[src/cscan_pkg.sv]
// ============================================================================
// cscan_pkg
// Shared widths, constants and state encoding for the C-SCAN disk scheduler.
// ============================================================================
package cscan_pkg;

    localparam int TRK_W             = 16;
    localparam int SEEK_W            = 18;
    localparam int IN_TDATA_W        = 40;
    localparam int OUT_TDATA_W       = 40;
    localparam int DEF_MAX_REQUESTS  = 16;

    localparam logic [SEEK_W-1:0] SEEK_MAX       = 18'h3FFFF;
    localparam logic [TRK_W-1:0]  LAST_TRACK_RST = 16'd199;

    typedef enum logic [2:0] {
        S_LOAD,
        S_COUNT,
        S_PINIT,
        S_PASS,
        S_EMIT
    } t_state;

endpackage

[src/cscan_disk_scheduler.sv]
// ============================================================================
// cscan_disk_scheduler
// C-SCAN disk scheduler with a stream input of requests and a stream output
// of the service order.
// ============================================================================
// Requests are taken one beat per cycle and written to the request store,
// which has one write and one read port; the beat with tlast closes the batch
// and supplies head and direction. Intake then stops while the batch is
// scheduled: one counting pass sizes the lower and upper sets, and each
// output track costs one scan over the n stored requests (at most
// MAX_REQUESTS), because the store's one read port is swept once per emitted
// track. A batch of n requests emits up to n + 2 tracks. The final output
// beat carries tlast and the saturated total seek distance.
module cscan_disk_scheduler #(
    parameter int MAX_REQUESTS = cscan_pkg::DEF_MAX_REQUESTS
) (
    input  logic                              i_clk,
    input  logic                              i_rst_n,
    // Configuration: last_track
    input  logic                              i_cfg_valid,
    output logic                              o_cfg_ready,
    input  logic [cscan_pkg::TRK_W-1:0]       i_cfg_data,
    // Request stream
    input  logic                              s_axis_tvalid,
    output logic                              s_axis_tready,
    // [15:0] track, [31:16] head, [32] direction, [39:33] zero
    input  logic [cscan_pkg::IN_TDATA_W-1:0]  s_axis_tdata,
    input  logic                              s_axis_tlast,
    // Service order stream
    output logic                              m_axis_tvalid,
    input  logic                              m_axis_tready,
    // [15:0] seek_track, [33:16] total_seek, [39:34] zero
    output logic [cscan_pkg::OUT_TDATA_W-1:0] m_axis_tdata,
    output logic                              m_axis_tlast
);

    localparam int AW = (MAX_REQUESTS > 1) ? $clog2(MAX_REQUESTS) : 1;
    localparam int CW = $clog2(MAX_REQUESTS + 1);
    localparam int TW = cscan_pkg::TRK_W;
    localparam int SW = cscan_pkg::SEEK_W;

    logic [TW-1:0] r_last_track;

    logic          mem_we;
    logic [AW-1:0] mem_waddr, mem_raddr;
    logic [TW-1:0] mem_wdata, mem_rdata;
    logic [TW-1:0] out_track;
    logic [SW-1:0] out_total;

    assign o_cfg_ready = 1'b1;

    always_ff @(posedge i_clk) begin
        if (!i_rst_n) begin
            r_last_track <= cscan_pkg::LAST_TRACK_RST;
        end else if (i_cfg_valid && o_cfg_ready) begin
            r_last_track <= i_cfg_data;
        end
    end

    cscan_mem #(
        .DEPTH (MAX_REQUESTS),
        .AW    (AW)
    ) u_mem (
        .i_clk   (i_clk),
        .i_we    (mem_we),
        .i_waddr (mem_waddr),
        .i_wdata (mem_wdata),
        .i_raddr (mem_raddr),
        .o_rdata (mem_rdata)
    );

    cscan_seq #(
        .MAX_REQUESTS (MAX_REQUESTS),
        .AW           (AW),
        .CW           (CW)
    ) u_seq (
        .i_clk        (i_clk),
        .i_rst_n      (i_rst_n),
        .i_last_track (r_last_track),
        .i_in_valid   (s_axis_tvalid),
        .o_in_ready   (s_axis_tready),
        .i_track      (s_axis_tdata[15:0]),
        .i_head       (s_axis_tdata[31:16]),
        .i_dir        (s_axis_tdata[32]),
        .i_last       (s_axis_tlast),
        .o_out_valid  (m_axis_tvalid),
        .i_out_ready  (m_axis_tready),
        .o_seek_track (out_track),
        .o_total_seek (out_total),
        .o_last_res   (m_axis_tlast),
        .o_mem_we     (mem_we),
        .o_mem_waddr  (mem_waddr),
        .o_mem_wdata  (mem_wdata),
        .o_mem_raddr  (mem_raddr),
        .i_mem_rdata  (mem_rdata)
    );

    assign m_axis_tdata = {6'b0, out_total, out_track};

endmodule

[src/cscan_mem.sv]
// ============================================================================
// cscan_mem
// Request store: one write port, one read port, registered read data.
// ============================================================================
module cscan_mem #(
    parameter int DEPTH = cscan_pkg::DEF_MAX_REQUESTS,
    parameter int AW    = 4
) (
    input  logic                        i_clk,
    input  logic                        i_we,
    input  logic [AW-1:0]               i_waddr,
    input  logic [cscan_pkg::TRK_W-1:0] i_wdata,
    input  logic [AW-1:0]               i_raddr,
    output logic [cscan_pkg::TRK_W-1:0] o_rdata
);

    logic [cscan_pkg::TRK_W-1:0] r_mem [DEPTH];
    logic [cscan_pkg::TRK_W-1:0] r_rdata;

    always_ff @(posedge i_clk) begin
        if (i_we) begin
            r_mem[i_waddr] <= i_wdata;
        end
    end

    always_ff @(posedge i_clk) begin
        r_rdata <= r_mem[i_raddr];
    end

    assign o_rdata = r_rdata;

endmodule

[src/cscan_seq.sv]
// ============================================================================
// cscan_seq
// Batch intake and scheduling sequencer. Each output track is found by one
// scan of the request store that picks the next key in sweep order.
// ============================================================================
module cscan_seq #(
    parameter int MAX_REQUESTS = cscan_pkg::DEF_MAX_REQUESTS,
    parameter int AW           = 4,
    parameter int CW           = 5
) (
    input  logic                         i_clk,
    input  logic                         i_rst_n,
    input  logic [cscan_pkg::TRK_W-1:0]  i_last_track,
    input  logic                         i_in_valid,
    output logic                         o_in_ready,
    input  logic [cscan_pkg::TRK_W-1:0]  i_track,
    input  logic [cscan_pkg::TRK_W-1:0]  i_head,
    input  logic                         i_dir,
    input  logic                         i_last,
    output logic                         o_out_valid,
    input  logic                         i_out_ready,
    output logic [cscan_pkg::TRK_W-1:0]  o_seek_track,
    output logic [cscan_pkg::SEEK_W-1:0] o_total_seek,
    output logic                         o_last_res,
    output logic                         o_mem_we,
    output logic [AW-1:0]                o_mem_waddr,
    output logic [cscan_pkg::TRK_W-1:0]  o_mem_wdata,
    output logic [AW-1:0]                o_mem_raddr,
    input  logic [cscan_pkg::TRK_W-1:0]  i_mem_rdata
);

    localparam int TW = cscan_pkg::TRK_W;
    localparam int SW = cscan_pkg::SEEK_W;
    localparam int KW = TW + CW;
    localparam logic [CW-1:0] VIRT_IDX = CW'(MAX_REQUESTS);

    cscan_pkg::t_state r_state, n_state;

    logic [CW-1:0] r_count, n_count;
    logic [CW-1:0] r_scan_addr, n_scan_addr;
    logic          r_rd_vld;
    logic [CW-1:0] r_rd_idx;
    logic [CW-1:0] r_nlo, n_nlo;
    logic [CW-1:0] r_nhi, n_nhi;
    logic [TW-1:0] r_head, n_head;
    logic          r_dir, n_dir;
    logic          r_phase, n_phase;
    logic [CW:0]   r_cnt_ph, n_cnt_ph;
    logic [CW:0]   r_need, n_need;
    logic          r_first, n_first;
    logic [KW-1:0] r_prev, n_prev;
    logic          r_found, n_found;
    logic [KW-1:0] r_best, n_best;
    logic [TW-1:0] r_pos, n_pos;
    logic [SW-1:0] r_acc, n_acc;

    logic          r_out_valid, n_out_valid;
    logic [TW-1:0] r_out_track, n_out_track;
    logic [SW-1:0] r_out_total, n_out_total;
    logic          r_out_last, n_out_last;

    logic          accept, store, issue, scan_done, emit_go;
    logic          sel_hi, asc, is_lo, is_hi, member, elig, better;
    logic          v_elig, phase_end, final_item;
    logic [KW-1:0] rd_key, v_key;
    logic [TW-1:0] v_val, best_val, seek_dist;
    logic [SW:0]   sum;
    logic [SW-1:0] acc_new;

    // Set selection for the current phase and sweep.
    assign sel_hi = ~(r_dir ^ r_phase);
    assign asc    = ~r_dir;

    assign accept    = i_in_valid && o_in_ready;
    assign store     = accept && (r_count < CW'(MAX_REQUESTS));
    assign issue     = ((r_state == cscan_pkg::S_COUNT) || (r_state == cscan_pkg::S_PASS))
                       && (r_scan_addr < r_count);
    assign scan_done = (r_scan_addr == r_count) && !r_rd_vld;
    assign emit_go   = (r_state == cscan_pkg::S_EMIT) && (!r_out_valid || i_out_ready);

    assign rd_key = {i_mem_rdata, r_rd_idx};
    assign is_lo  = i_mem_rdata < r_head;
    assign is_hi  = i_mem_rdata > r_head;
    assign member = sel_hi ? is_hi : is_lo;
    assign elig   = member && (r_first || (asc ? (rd_key > r_prev) : (rd_key < r_prev)));
    assign better = !r_found || (asc ? (rd_key < r_best) : (rd_key > r_best));

    // Track 0 joins the lower set and last_track the upper set as an extra entry.
    assign v_val  = sel_hi ? i_last_track : '0;
    assign v_key  = {v_val, VIRT_IDX};
    assign v_elig = r_first || (asc ? (v_key > r_prev) : (v_key < r_prev));

    assign best_val   = r_best[KW-1:CW];
    assign seek_dist  = (best_val > r_pos) ? (best_val - r_pos) : (r_pos - best_val);
    assign sum        = {1'b0, r_acc} + (SW+1)'(seek_dist);
    assign acc_new    = sum[SW] ? cscan_pkg::SEEK_MAX : sum[SW-1:0];
    assign phase_end  = (r_cnt_ph + (CW+1)'(1)) == r_need;
    assign final_item = r_phase && phase_end;

    // Next state.
    always_comb begin
        n_state = r_state;
        case (r_state)
            cscan_pkg::S_LOAD: begin
                if (accept && i_last) begin
                    n_state = cscan_pkg::S_COUNT;
                end
            end
            cscan_pkg::S_COUNT: begin
                if (scan_done) begin
                    n_state = cscan_pkg::S_PINIT;
                end
            end
            cscan_pkg::S_PINIT: begin
                n_state = cscan_pkg::S_PASS;
            end
            cscan_pkg::S_PASS: begin
                if (scan_done) begin
                    n_state = cscan_pkg::S_EMIT;
                end
            end
            cscan_pkg::S_EMIT: begin
                if (emit_go) begin
                    n_state = final_item ? cscan_pkg::S_LOAD : cscan_pkg::S_PINIT;
                end
            end
            default: begin
                n_state = cscan_pkg::S_LOAD;
            end
        endcase
    end

    // Datapath and output register.
    always_comb begin
        n_count     = r_count;
        n_scan_addr = issue ? (r_scan_addr + CW'(1)) : r_scan_addr;
        n_nlo       = r_nlo;
        n_nhi       = r_nhi;
        n_head      = r_head;
        n_dir       = r_dir;
        n_phase     = r_phase;
        n_cnt_ph    = r_cnt_ph;
        n_need      = r_need;
        n_first     = r_first;
        n_prev      = r_prev;
        n_found     = r_found;
        n_best      = r_best;
        n_pos       = r_pos;
        n_acc       = r_acc;
        n_out_valid = r_out_valid && !i_out_ready;
        n_out_track = r_out_track;
        n_out_total = r_out_total;
        n_out_last  = r_out_last;

        case (r_state)
            cscan_pkg::S_LOAD: begin
                if (store) begin
                    n_count = r_count + CW'(1);
                end
                if (accept && i_last) begin
                    n_head      = i_head;
                    n_dir       = i_dir;
                    n_nlo       = '0;
                    n_nhi       = '0;
                    n_scan_addr = '0;
                end
            end
            cscan_pkg::S_COUNT: begin
                if (r_rd_vld && is_lo) begin
                    n_nlo = r_nlo + CW'(1);
                end
                if (r_rd_vld && is_hi) begin
                    n_nhi = r_nhi + CW'(1);
                end
                if (scan_done) begin
                    n_phase  = 1'b0;
                    n_cnt_ph = '0;
                    n_need   = {1'b0, (r_dir ? r_nlo : r_nhi)} + (CW+1)'(1);
                    n_first  = 1'b1;
                    n_pos    = r_head;
                    n_acc    = SW'(i_last_track);
                end
            end
            cscan_pkg::S_PINIT: begin
                n_scan_addr = '0;
                n_found     = v_elig;
                n_best      = v_key;
            end
            cscan_pkg::S_PASS: begin
                if (r_rd_vld && elig && better) begin
                    n_found = 1'b1;
                    n_best  = rd_key;
                end
            end
            cscan_pkg::S_EMIT: begin
                if (emit_go) begin
                    n_out_valid = 1'b1;
                    n_out_track = best_val;
                    n_out_total = final_item ? acc_new : '0;
                    n_out_last  = final_item;
                    n_acc       = acc_new;
                    n_pos       = best_val;
                    n_prev      = r_best;
                    n_first     = 1'b0;
                    n_cnt_ph    = r_cnt_ph + (CW+1)'(1);
                    if (final_item) begin
                        n_count = '0;
                    end else if (phase_end) begin
                        // Jump to the opposite end of the disk and start the second set.
                        n_phase  = 1'b1;
                        n_cnt_ph = '0;
                        n_need   = {1'b0, (r_dir ? r_nhi : r_nlo)} + (CW+1)'(1);
                        n_first  = 1'b1;
                        n_pos    = r_dir ? i_last_track : '0;
                    end
                end
            end
            default: begin
                n_count = '0;
            end
        endcase
    end

    always_ff @(posedge i_clk) begin
        if (!i_rst_n) begin
            r_state     <= cscan_pkg::S_LOAD;
            r_count     <= '0;
            r_scan_addr <= '0;
            r_rd_vld    <= 1'b0;
            r_out_valid <= 1'b0;
        end else begin
            r_state     <= n_state;
            r_count     <= n_count;
            r_scan_addr <= n_scan_addr;
            r_rd_vld    <= issue;
            r_out_valid <= n_out_valid;
        end
    end

    always_ff @(posedge i_clk) begin
        r_rd_idx    <= r_scan_addr;
        r_nlo       <= n_nlo;
        r_nhi       <= n_nhi;
        r_head      <= n_head;
        r_dir       <= n_dir;
        r_phase     <= n_phase;
        r_cnt_ph    <= n_cnt_ph;
        r_need      <= n_need;
        r_first     <= n_first;
        r_prev      <= n_prev;
        r_found     <= n_found;
        r_best      <= n_best;
        r_pos       <= n_pos;
        r_acc       <= n_acc;
        r_out_track <= n_out_track;
        r_out_total <= n_out_total;
        r_out_last  <= n_out_last;
    end

    assign o_in_ready   = (r_state == cscan_pkg::S_LOAD);
    assign o_out_valid  = r_out_valid;
    assign o_seek_track = r_out_track;
    assign o_total_seek = r_out_total;
    assign o_last_res   = r_out_last;
    assign o_mem_we     = store;
    assign o_mem_waddr  = r_count[AW-1:0];
    assign o_mem_wdata  = i_track;
    assign o_mem_raddr  = r_scan_addr[AW-1:0];

    // Every selection pass must find an entry, since the counting pass sized the sets.
    a_emit_found: assert property (@(posedge i_clk) disable iff (!i_rst_n)
        (r_state == cscan_pkg::S_EMIT) |-> r_found)
        else $error("selection pass ended without a candidate");

    a_count_max: assert property (@(posedge i_clk) disable iff (!i_rst_n)
        r_count <= CW'(MAX_REQUESTS))
        else $error("request count beyond store depth");

    a_split: assert property (@(posedge i_clk) disable iff (!i_rst_n)
        (r_state == cscan_pkg::S_PINIT) |->
        (({1'b0, r_nlo} + {1'b0, r_nhi}) <= {1'b0, r_count}))
        else $error("set sizes exceed stored requests");

    a_phase_cnt: assert property (@(posedge i_clk) disable iff (!i_rst_n)
        (r_state == cscan_pkg::S_PASS) |-> (r_cnt_ph < r_need))
        else $error("phase emitted more tracks than its set holds");

    a_batch_clear: assert property (@(posedge i_clk) disable iff (!i_rst_n)
        (emit_go && final_item) |=> (r_count == '0 && r_state == cscan_pkg::S_LOAD))
        else $error("batch not cleared after final track");

endmodule

[config.mk]
export PLATFORM = sky130hd
export DESIGN_NAME = cscan_disk_scheduler
export DESIGN_NICKNAME = d
export VERILOG_FILES = /design/src/cscan_pkg.sv /design/src/cscan_disk_scheduler.sv /design/src/cscan_mem.sv /design/src/cscan_seq.sv
export SDC_FILE = /design/constraint.sdc
export NUM_CORES = 1
export LEC_CHECK = 0
export BUFFER_PORTS_ARGS = -buffer_cell sky130_fd_sc_hd__buf_2
export CORE_MARGIN = 3
export CORE_UTILIZATION = 60
export DETAILED_ROUTE_END_ITERATION = 10
export MAX_ROUTING_LAYER = met4
export PLACE_DENSITY = 0.88
export SLEW_MARGIN = 20
export SYNTH_ARGS = -nofsm -noshare
export SYNTH_HDL_FRONTEND = slang
export SYNTH_SLANG_ARGS = --single-unit
[constraint.sdc]
create_clock -name i_clk -period 6.7 [get_ports i_clk]
set_input_delay 0.335 -clock i_clk [delete_from_list [all_inputs] [get_ports i_clk]]
set_output_delay 0.335 -clock i_clk [all_outputs]
set_load 0.005 [all_outputs]
==> impl_results.md, run 1 <==
- Minimum clock period: 5.87 ns
- Vias in the first global route: 14.3k
- Top cell type's share of synthesized area: 54.1%
- VDD IR max: 260 uV
- Core ar.: 0.0357 sq mm
- Critical-path top delay cell: nand2_1
- H-tree level count: 2
- Total Wirelength: 53700 um
- WP data arrival: 6.14 ns
- Leak: 9.15 nW
- Global Route Usage Sum: 29.1%
- Multi-input gate area: 0.00821 sq mm
- Top delay family on crit path: compound AO/OA/AOI/OAI gates
- Fin area: 0.0243 sq mm
- Reg area: 0.0128 sq mm
- CP Max Fanout: 22
- Share of cells above drive strength 1: 18.4%
- Ys flop type: edfxtp_1
- Initial antenna violation count: 2
- Initial core utilization: 61.2%
- RSZ-0062 raised after global routing: false
- Synth unique cells: 83
- Critical path start-end classification: flip-flop to flip-flop
- First-pass GRT wire length: 82400 um
- Initial drt markers: 1405
- Fmax achieved: 0.170 GHz
- Final Setup Violations: 0
- Power Density: 408 mW/mm^2
- Area post-placement: 0.0226 sq mm
- Post-CTS Setup Repair Bufs: 0
- Worst setup SP type: flip-flop
- Ys async rst share: 0%
- Post-DP HPWL: 35600 um
- Power Total: 9.93 mW
- Total number of vias: 13.8k
- CP Capture Type: flip-flop
- Worst-Skew Late Latency: 0.57 ns
- Remaining DRCs: 0
- Max Slew Vio Count: 0
- CTS Buf Count: 44
- Most frequent CP cell: a21oi_1
- Synthesis Warnings: 0
- CTS max path bufs: 3
- Routed vias/inst: 6.38
- Outcome: finished, final reports clean
- Least-Margin Pin Slew: 1.07 ns
- Area Overhead vs Synth: 11.5%
- #FFs+latches synth: 445
- Post-synth EDFFs: 393
- Fin util: 68.2%
- R2R Setup Slk: 0.83 ns
- CTS tree: yes
- Fill cell count: 2319
- Largest net degree at the start of global routing: 69
- Sinks on Clock Net: 445
- Post-place setup slack: 1.00 ns
- I/O pins: 106
- Max-Cap Viols: 0
- Top cells by count, synth: 393 x edfxtp_1, 135 x ha_1, 97 x inv_1
- Grt ovf: 0
- Root Driver: clkbuf_16
- CP max stage delay: 0.60 ns
- Nets: 1869
- Syn_area_per_cell: 13.9 sq um
- Final worst setup slack: 0.832 ns
- Synth area leader: edfxtp_1
- Die H: 197 um
- Seq/Total Area, Yosys: 58.9%
- Area of the die: 0.0387 sq mm
- I/O Buffers: 91
- Final hold violations: 0
- GPL Wtd Cong: 0.952
- Skew final: 0.0323 ns
- Setup_tns: 0 ns
- Row cnt: 69
- Hold_buf cts: 21
- Wire per inst: 24.8 um
- Routed Antenna Nets: 0
- CP Data Required Time: 6.97 ns
- Crit path buf inv count: 2
- Ranking of synthesized cells by area: edfxtp_1 54%, mux4_2 8.3%, ha_1 7.7%
- Cells after Synth: 1567
- DRT Pass-1 Iters: 5
- Cts repair resizes: 0
- Critical-path cell list: inv_1, ha_1, inv_1, fa_1, a21o_1, a22oi_1, a21oi_1, o21ai_4, mux2i_1, a2111oi_2, a2111o_1, ha_1, a21oi_1, o21ai_0, a21o_1, a31o_2, a211o_1, nand2_1, a21oi_1
- Count leader, synth: edfxtp_1
- Mapped Area: 0.0218 sq mm
- Crit share post-route: 87.6%
- Worst-path clk slew: 0.06 ns
- Rel. slew slack: 28.4%
- Worst Hold Class: input port to flip-flop
- Die width: 197 um
-- cell usage in the layout, fill, tap and decap left out, drive strengths merged, types with 6 or more instances in the layout --
cell type	synthesis	final
xor2	24	24
or3	20	20
mux2i	30	30
dfxtp	52	52
and2	27	27
a21oi	76	76
nor2	87	87
a31oi	15	15
nand2	78	78
clkinv	1	15
a21o	32	32
a211oi	12	12
nand2b	15	15
xnor2	22	22
o21ai	51	51
conb	2	7
nand3	25	25
inv	97	98
o21a	6	6
buf	46	116
clkbuf	40	59
a221o	7	7
nor3	15	15
a211o	6	6
edfxtp	393	393
mux2	21	21
nor2b	18	18
ha	135	135
o211ai	20	20
dlygate4sd3	0	21
nand4	36	36
and3	12	12
mux4	80	80
-- sequential cells by signal (all words and copies together), names as in the netlist, 6 cells and up --
| name | cells |
|---|---|
| u_seq.r_need | 6 |
| u_seq.r_best | 21 |
| u_seq.r_cnt_ph | 6 |
| r_last_track | 16 |
| u_seq.o_total_seek | 18 |
| u_seq.r_acc | 18 |
| u_mem.o_rdata | 16 |
| u_mem.r_mem | 256 |
| u_seq.r_pos | 16 |
| u_seq.r_prev | 21 |
| u_seq.r_head | 16 |
-- kinds of logic (layout without fill, tap and decap cells) --
group | count (synthesis) | after routing | synth area share (%)
compound gates | 267 | 267 | 8.26
xor+xnor | 49 | 49 | 2.20
fa+ha+maj | 138 | 138 | 8.02
buf+inv | 184 | 315 | 3.74
flops | 445 | 445 | 58.9
mux | 131 | 131 | 10.7
other cells | 2 | 9 | 0.0344
simple gates | 351 | 351 | 8.12
-- final timing paths --
check,depth (start not counted),to,start
worst max-delay path,19,u_seq.o_total_seek[12],u_seq.r_best[5]
worst min-delay path,3,r_last_track[9],i_cfg_data[9]
worst max register to register,19,u_seq.o_total_seek[12],u_seq.r_best[5]
worst min register to register,0,u_seq.r_rd_idx[4],u_seq.r_scan_addr[4]
-- cell type report --
cell class	count	area share [%]
clock inverters	21	1.02
repair buffers	137	3.51
multi-input cells	943	33.7
well taps	461	2.37
inverters	98	1.51
clock buffers	59	5.01
flip-flops and latches	445	52.8
diodes	2	0.0206
-- stage by stage --
stage	cells	hold slack, ns
finish	2166	0.0276
global route	2166	0.0177
CTS	2164	0.00235
detailed placement	2063	0.408
global placement	2063	0.396
floorplan	1572	0.353
-- per-layer routing --
layer,vias to the layer above,share of wire (%),global-route usage (%)
li1,6172,-,-
met1,6832,36,33.9
met2,630,51,49.3
met3,183,7.2,4.67
met4,0,5.4,14.7
met5,-,0,-
-- report_power, final --
part	internal [mW]	switching [mW]	leakage (nW)
clock	1.44	1.04	0.717
combinational	1.52	2.28	4.41
sequential	3.39	0.259	4.02
total	6.36	3.57	9.15
-- tightest hold or removal path, cell delays in order --
cell and delay, ns:
buf_2 0.08, mux2i_1 0.05, nor2b_1 0.09
Power figures use the tool's default switching activity.
==> run 2: changes to the inputs <==
Settings changed: RECOVER_POWER from default to 50.
==> run 2 against run 1 <==
  * The run now ends with max-capacitance violations, max-slew violations left
  * Critical path depth is the same
  * Combinational power is essentially flat
  * Power hardly changed
  * Clock skew about the same
  * Non-clock buffer count stayed put
  * Clock power barely moved
  * Setup slack got worse by 0.087 ns
  * Routed wire length up 0.19%
  * Via count shrank 0.30%
  * Sequential share of layout area grew 0.20 points
  * Die area is the same
==> impl_results.md, run 2 (synthesized netlist as in run 1, its figures left out) <==
- Outcome: finished, violations left
- Failing checks: max-capacitance violations, max-slew violations
- I/O Buffers: 91 (unchanged)
- Fill cell count: 2351 (+1.4%)
- Hold_ws: 0.0274 ns (-0.000292 ns)
- H-tree level count: 2 (unchanged)
- Antenna fix cells: 0 (-2)
- Total Wirelength: 53800 um (+0.19%)
- Comb pwr share: 38.3% (about the same)
- Vias in the first global route: 14.3k (unchanged)
- I/O pins: 106 (unchanged)
- Switching share of power: 36.0% (about the same)
- Sinks on Clock Net: 445 (unchanged)
- CP Max Fanout: 22 (unchanged)
- Initial core utilization: 61.2% (unchanged)
- Worst-Skew Late Latency: 0.57 ns (about the same)
- Die width: 197 um (unchanged)
- Cts repair resizes: 0 (unchanged)
- R2R Setup Slk: 0.75 ns (-0.09 ns)
- GPL Wtd Cong: 0.952 (unchanged)
- Worst-path clk slew: 0.06 ns (about the same)
- Commonest non-fill, non-tap cell in the layout: edfxtp_1
- Fmax achieved: 0.168 GHz (-1.5%)
- Nets: 1869 (unchanged)
- Terminus of the critical flop-to-flop path: u_seq.r_acc[3]
- Wire per inst: 24.9 um (+0.28%)
- Max reg flops: 256 (unchanged)
- Routed Antenna Nets: 0 (unchanged)
- Most frequent cells in the layout: 393 x edfxtp_1, 135 x ha_1, 97 x inv_1
- Internal power: 6.36 mW (about the same)
- RSZ-0062 raised after global routing: false
- Total number of vias: 13.8k (-0.30%)
- Leak: 8.97 nW (-2.0%)
- Initial antenna violation count: 0 (-2)
- Row cnt: 69 (unchanged)
- Final Setup Violations: 0 (unchanged)
- Remaining DRCs: 0 (unchanged)
- Critical path start-end classification: flip-flop to flip-flop
- Min-Delay Endpoint: r_last_track[9]
- Largest net degree at the start of global routing: 69 (unchanged)
- CTS max path bufs: 3 (unchanged)
- Crit share post-route: 88.9% (+1.3 points)
- WHS Path Cells: 3 (unchanged)
- Post-DP HPWL: 35600 um (unchanged)
- Grt ovf: 0 (unchanged)
- Max Slew Vio Count: 236 (+236)
- Worst reg2reg path startpoint: u_seq.r_best[5]
- Final hold violations: 0 (unchanged)
- Non-Filler Instances: 2164 (-0.092%)
- Share of power burned in registers: 36.8% (about the same)
- CTS Buf Count: 44 (unchanged)
- Global Route Usage Sum: 29.1% (unchanged)
- Area Overhead vs Synth: 11.1%
- Worst setup SP type: flip-flop
- Core ar.: 0.0357 sq mm (unchanged)
- VDD IR max: 260 uV (about the same)
- Rel. slew slack: -172% (-200 points)
- Share of cells above drive strength 1: 14.6% (-3.8 points)
- Skew final: 0.0328 ns (+0.000494 ns)
- Area of the die: 0.0387 sq mm (unchanged)
- CP Capture Type: flip-flop
- Worst Hold Class: input port to flip-flop
- Sw power: 3.57 mW (-0.17%)
- Register name with the most flops: u_mem.r_mem
- Post-CTS Setup Repair Bufs: 0 (unchanged)
- Max-Cap Viols: 7 (+7)
- WP data arrival: 6.14 ns (about the same)
- Least-Margin Pin Slew: 4.08 ns (+3.01 ns)
- Minimum clock period: 5.95 ns (+0.0872 ns)
- CP Data Required Time: 6.88 ns (-0.09 ns)
- Power Density: 410 mW/mm^2 (+0.35%)
- Worst Hold Launch: i_cfg_data[9]
- Initial drt markers: 1329 (-5.4%)
- Die H: 197 um (unchanged)
- Placed cells: 2063 (unchanged)
- DRT Pass-1 Iters: 5 (unchanged)
- Setup_tns: 0 ns (unchanged)
- Cells on worst reg2reg path: 19 (unchanged)
- Routed vias/inst: 6.37 (-0.20%)
- Largest regs: u_mem.r_mem x256, u_seq.r_best x21, u_seq.r_prev x21
- CTS tree: yes
- Root Driver: clkbuf_16
- First-pass GRT wire length: 82400 um (unchanged)
- Clock power frac: 24.9% (about the same)
[run 2: critical path, cell delays in order, from the launching register on]
cell and delay [ns]:
edfxtp_1 0.41, inv_1 0.13, ha_1 0.20, inv_1 0.07, fa_1 0.40, a21o_1 0.23
a22oi_1 0.20, a21oi_1 0.19, o21ai_4 0.48, mux2i_1 0.41, a2111oi_2 0.12, a2111o_1 0.46
ha_1 0.36, a21oi_1 0.21, o21ai_0 0.12, a21o_1 0.17, a31o_2 0.24, a211o_1 0.37
nand2_1 0.61, a31oi_1 0.18
[run 2: worst max path at each step]
| stage | slack [ns] | start | to | cells after the start |
|---|---|---|---|---|
| 2_1_floorplan | 2.00 | u_seq.r_best[4] | u_seq.r_best[0] | 9 |
| 5_1_grt | 0.48 | u_seq.r_best[15] | u_seq.r_acc[6] | 16 |
| 6_report | 0.75 | u_seq.r_best[5] | u_seq.r_acc[3] | 19 |
| 3_5_place_dp | 1.00 | u_seq.r_best[5] | u_seq.r_acc[7] | 19 |
| 3_3_place_gp | 1.18 | u_seq.r_best[16] | u_seq.r_acc[8] | 16 |
| 4_1_cts | 0.98 | u_seq.r_best[5] | u_seq.o_total_seek[12] | 19 |
[run 2: metrics by stage]
| stage | cell area (sq um) | setup slack, ns | utilization [%] | total power [mW] |
|---|---|---|---|---|
| 2_1_floorplan | 21800 | 2.00 | - | 6.42 |
| 3_5_place_dp | 22600 | 1.00 | 63.5 | 7.39 |
| 5_1_grt | 24200 | 0.483 | 67.9 | 10.5 |
| 6_report | 24200 | 0.745 | 67.9 | 9.92 |
| 3_3_place_gp | 22600 | 1.18 | 63.5 | 7.25 |
| 4_1_cts | 24300 | 0.977 | 68.2 | 9.89 |
[run 2: routing by layer]
| layer | up-vias | track usage (%) | wire (um) |
|---|---|---|---|
| met4 | 0 | 14.7 | 3020 |
| met3 | 204 | 4.67 | 3880 |
| li1 | 6172 | - | - |
| met5 | - | - | 0 |
| met1 | 6769 | 33.9 | 19600 |
| met2 | 631 | 49.3 | 27300 |
[run 2: layout make-up]
cell class	instances	area (sq um)	area share [%]
sequential	445	12800	53.0
multi-input combinational	943	8200	33.9
clock buffer	59	1220	5.03
timing repair buffer	137	768	3.17
tap	461	577	2.38
inverter	98	368	1.52
clock inverter	21	248	1.02
[run 2: power by group through the flow]
stage | Sequential (mW) | Combinational, mW | Clock, mW
after floorplan | 3.57 | 2.85 | 0
after global placement | 3.68 | 3.57 | 0
after detailed placement | 3.70 | 3.69 | 0
after CTS | 3.64 | 3.74 | 2.51
after global routing | 3.67 | 4.17 | 2.61
final | 3.65 | 3.80 | 2.48
[run 2: timing repair]
| item | CTS | global route |
|---|---|---|
| endpoints found under the hold margin | 21 | 0 |
| endpoints found under the setup margin | 0 | 0 |
| hold buffers | 21 | 0 |
==> run 3: changes to the inputs <==
Settings changed: BUFFER_PORTS_ARGS -buffer_cell sky130_fd_sc_hd__buf_2 to -buffer_cell sky130_fd_sc_hd__buf_4, CORE_MARGIN 3 to 2, CORE_UTILIZATION 60 to 50, PLACE_DENSITY 0.88 to 0.77.
==> run 3 against run 2 <==
  * The flow still finishes with violations (max-capacitance violations, max-slew violations)
  * Routed wire length is 2.3% lower
  * Cell count is 6.1% higher
  * Setup slack better by 0.050 ns
  * Fmax is 0.85% higher
  * Via count is 0.87% lower
  * Critical path depth stayed put
  * First-iteration DRC count is 0.68% higher
  * Power is 1.2% higher
  * Worst hold slack better by 0.0060 ns
  * Largest cell class unchanged
  * Highest routed layer unchanged
==> impl_results.md, run 3 (synthesized netlist as in run 1, its figures left out) <==
- WP data arrival: 6.10 ns (-0.04 ns)
- Fill cell count: 3376 (+44%)
- Share of cells above drive strength 1: 15.9% (+1.3 points)
- Setup_tns: 0 ns (unchanged)
- Clock power frac: 25.7% (+0.8 points)
- Least-Margin Pin Slew: 4.13 ns (+0.0403 ns)
- Internal power: 6.44 mW (+1.3%)
- Fin util: 57.3% (-11 points)
- Max Slew Vio Count: 151 (-36%)
- Initial core utilization: 50.6% (-11 points)
- Row cnt: 76 (+10%)
- Global Route Usage Sum: 24.5% (-4.6 points)
- Skew final: 0.0219 ns (-0.0109 ns)
- CP Capture Type: flip-flop
- Post-DP HPWL: 34500 um (-3.0%)
- H-tree level count: 2 (unchanged)
- Non-Filler Instances: 2297 (+6.1%)
- Outcome: finished, violations left
- Sinks on Clock Net: 445 (unchanged)
- WHS Path Cells: 3 (unchanged)
- Sw power: 3.61 mW (+1.0%)
- Post-CTS Setup Repair Bufs: 0 (unchanged)
- Max reg flops: 256 (unchanged)
- Final hold violations: 0 (unchanged)
- VDD IR max: 248 uV (-4.7%)
- Nets: 1875 (+0.32%)
- Cts repair resizes: 0 (unchanged)
- Die H: 213 um (+8.2%)
- Share of power burned in registers: 36.0% (-0.8 points)
- GPL Wtd Cong: 0.933 (-2.0%)
- Area of the die: 0.0453 sq mm (+17%)
- I/O Buffers: 91 (unchanged)
- First-pass GRT wire length: 80600 um (-2.2%)
- Failing checks: max-capacitance violations, max-slew violations
- Worst-path clk slew: 0.06 ns (about the same)
- Rel. slew slack: -175% (-2.7 points)
- Largest net degree at the start of global routing: 70 (+1.4%)
- Final worst setup slack: 0.795 ns (+0.0502 ns)
- Comb pwr share: 38.3% (about the same)
- Root Driver: clkbuf_16
- CTS tree: yes
- Placed cells: 2189 (+6.1%)
- Final Setup Violations: 0 (unchanged)
- CP Data Required Time: 6.90 ns (+0.02 ns)
- Post-place setup slack: 0.983 ns (-0.0207 ns)
- Crit share post-route: 88.1% (-0.75 points)
- CTS Buf Count: 44 (unchanged)
- Remaining DRCs: 0 (unchanged)
- DRT Pass-1 Iters: 5 (unchanged)
- Multi-input gate area: 0.00820 sq mm (about the same)
- Max-Cap Viols: 3 (-4)
- Worst setup SP type: flip-flop
- Grt ovf: 0 (unchanged)
- Wire per inst: 22.9 um (-8.0%)
- Routed vias/inst: 5.95 (-6.6%)
- Cells on worst reg2reg path: 19 (unchanged)
- Area post-placement: 0.0230 sq mm (+1.8%)
- Area Overhead vs Synth: 13.2%
- RSZ-0062 raised after global routing: false
- I/O pins: 106 (unchanged)
- CP Max Fanout: 22 (unchanged)
- Die width: 213 um (+8.2%)
- Worst-Skew Late Latency: 0.59 ns (+0.02 ns)
- Leak: 9.12 nW (+1.7%)
- Power Density: 407 mW/mm^2 (-0.65%)
- Routed Antenna Nets: 0 (unchanged)
- Minimum clock period: 5.90 ns (-0.0502 ns)
- Vias in the first global route: 13.8k (-3.9%)
- Hold_buf cts: 25 (+19%)
- Critical path start-end classification: flip-flop to flip-flop
- Most frequent cells in the layout: 393 x edfxtp_1, 135 x ha_1, 96 x inv_1
- Fmax achieved: 0.169 GHz (+0.85%)
- Fin area: 0.0247 sq mm (+1.9%)
- Register name with the most flops: u_mem.r_mem
- Core ar.: 0.0431 sq mm (+21%)
- Initial drt markers: 1338 (+0.68%)
- CTS max path bufs: 3 (unchanged)
- Total Wirelength: 52600 um (-2.3%)
- Commonest non-fill, non-tap cell in the layout: edfxtp_1
- Initial antenna violation count: 1 (+1)
- Switching share of power: 35.9% (-0.068 points)
- Reg area: 0.0128 sq mm (unchanged)
- Largest regs: u_mem.r_mem x256, u_seq.r_best x21, u_seq.r_prev x21
- Total number of vias: 13.7k (-0.87%)
- Worst Hold Class: input port to flip-flop
## run 3: changes by cell type in the layout (fill, tap and decap cells not counted), moves of 4 or more
| cell | before | now |
|---|---|---|
| clkbuf_4 | 0 | 40 |
| buf_2 | 38 | 0 |
| clkbuf_1 | 68 | 41 |
| buf_4 | 20 | 41 |
| clkinv_1 | 3 | 9 |
| dlygate4sd3_1 | 21 | 25 |
## run 3: power by group through the flow
stage | clock network [mW] | logic [mW] | registers [mW]
floorplan | 0 | 2.85 | 3.57
global placement | 0 | 3.66 | 3.66
detailed placement | 0 | 3.75 | 3.67
CTS | 2.63 | 3.80 | 3.62
global route | 2.71 | 4.24 | 3.65
finish | 2.58 | 3.85 | 3.62
## run 3: worst max-delay path, stage by stage (launching register included)
cell,delay [ns]
edfxtp_1,0.42
inv_1,0.13
ha_1,0.19
inv_1,0.06
fa_1,0.39
a21o_1,0.22
a22oi_1,0.21
a21oi_1,0.20
o21ai_4,0.48
mux2i_1,0.41
a2111oi_2,0.12
a2111o_1,0.46
ha_1,0.36
a21oi_1,0.20
o21ai_0,0.10
a21o_1,0.16
a31o_2,0.25
a211o_1,0.37
nand2_1,0.59
a31oi_1,0.20
## run 3: metrics by stage
| stage | total power [mW] | hold WS, ns |
|---|---|---|
| 6_report | 10.0 | 0.0334 |
| 5_1_grt | 10.6 | 0.0186 |
| 4_1_cts | 10.1 | 0.00143 |
| 3_5_place_dp | 7.42 | 0.401 |
| 3_3_place_gp | 7.32 | 0.388 |
| 2_1_floorplan | 6.42 | 0.353 |
## run 3: cell type report
class | instances | share of cell area (%)
inverters | 98 | 1.49
clock buffers | 52 | 4.84
flip-flops and latches | 445 | 52.0
clock inverters | 30 | 1.40
repair buffers | 143 | 4.04
multi-input cells | 943 | 33.2
well taps | 585 | 2.97
diodes | 1 | 0.0101
## run 3: final timing paths
path                             start           endpoint  slack [ns]
setup / recovery       u_seq.r_best[5]     u_seq.r_acc[6]        0.80
hold / removal           i_cfg_data[9]    r_last_track[9]        0.03
setup reg to reg       u_seq.r_best[5]     u_seq.r_acc[6]        0.80
hold reg to reg   u_seq.r_scan_addr[4]  u_seq.r_rd_idx[4]        0.42
## run 3: layer usage
metal  share of wire (%)  track usage, %
met1                  39            29.2
met2                  51            41.8
met3                 6.0            3.25
met4                 4.4            11.1
met5                   0               -
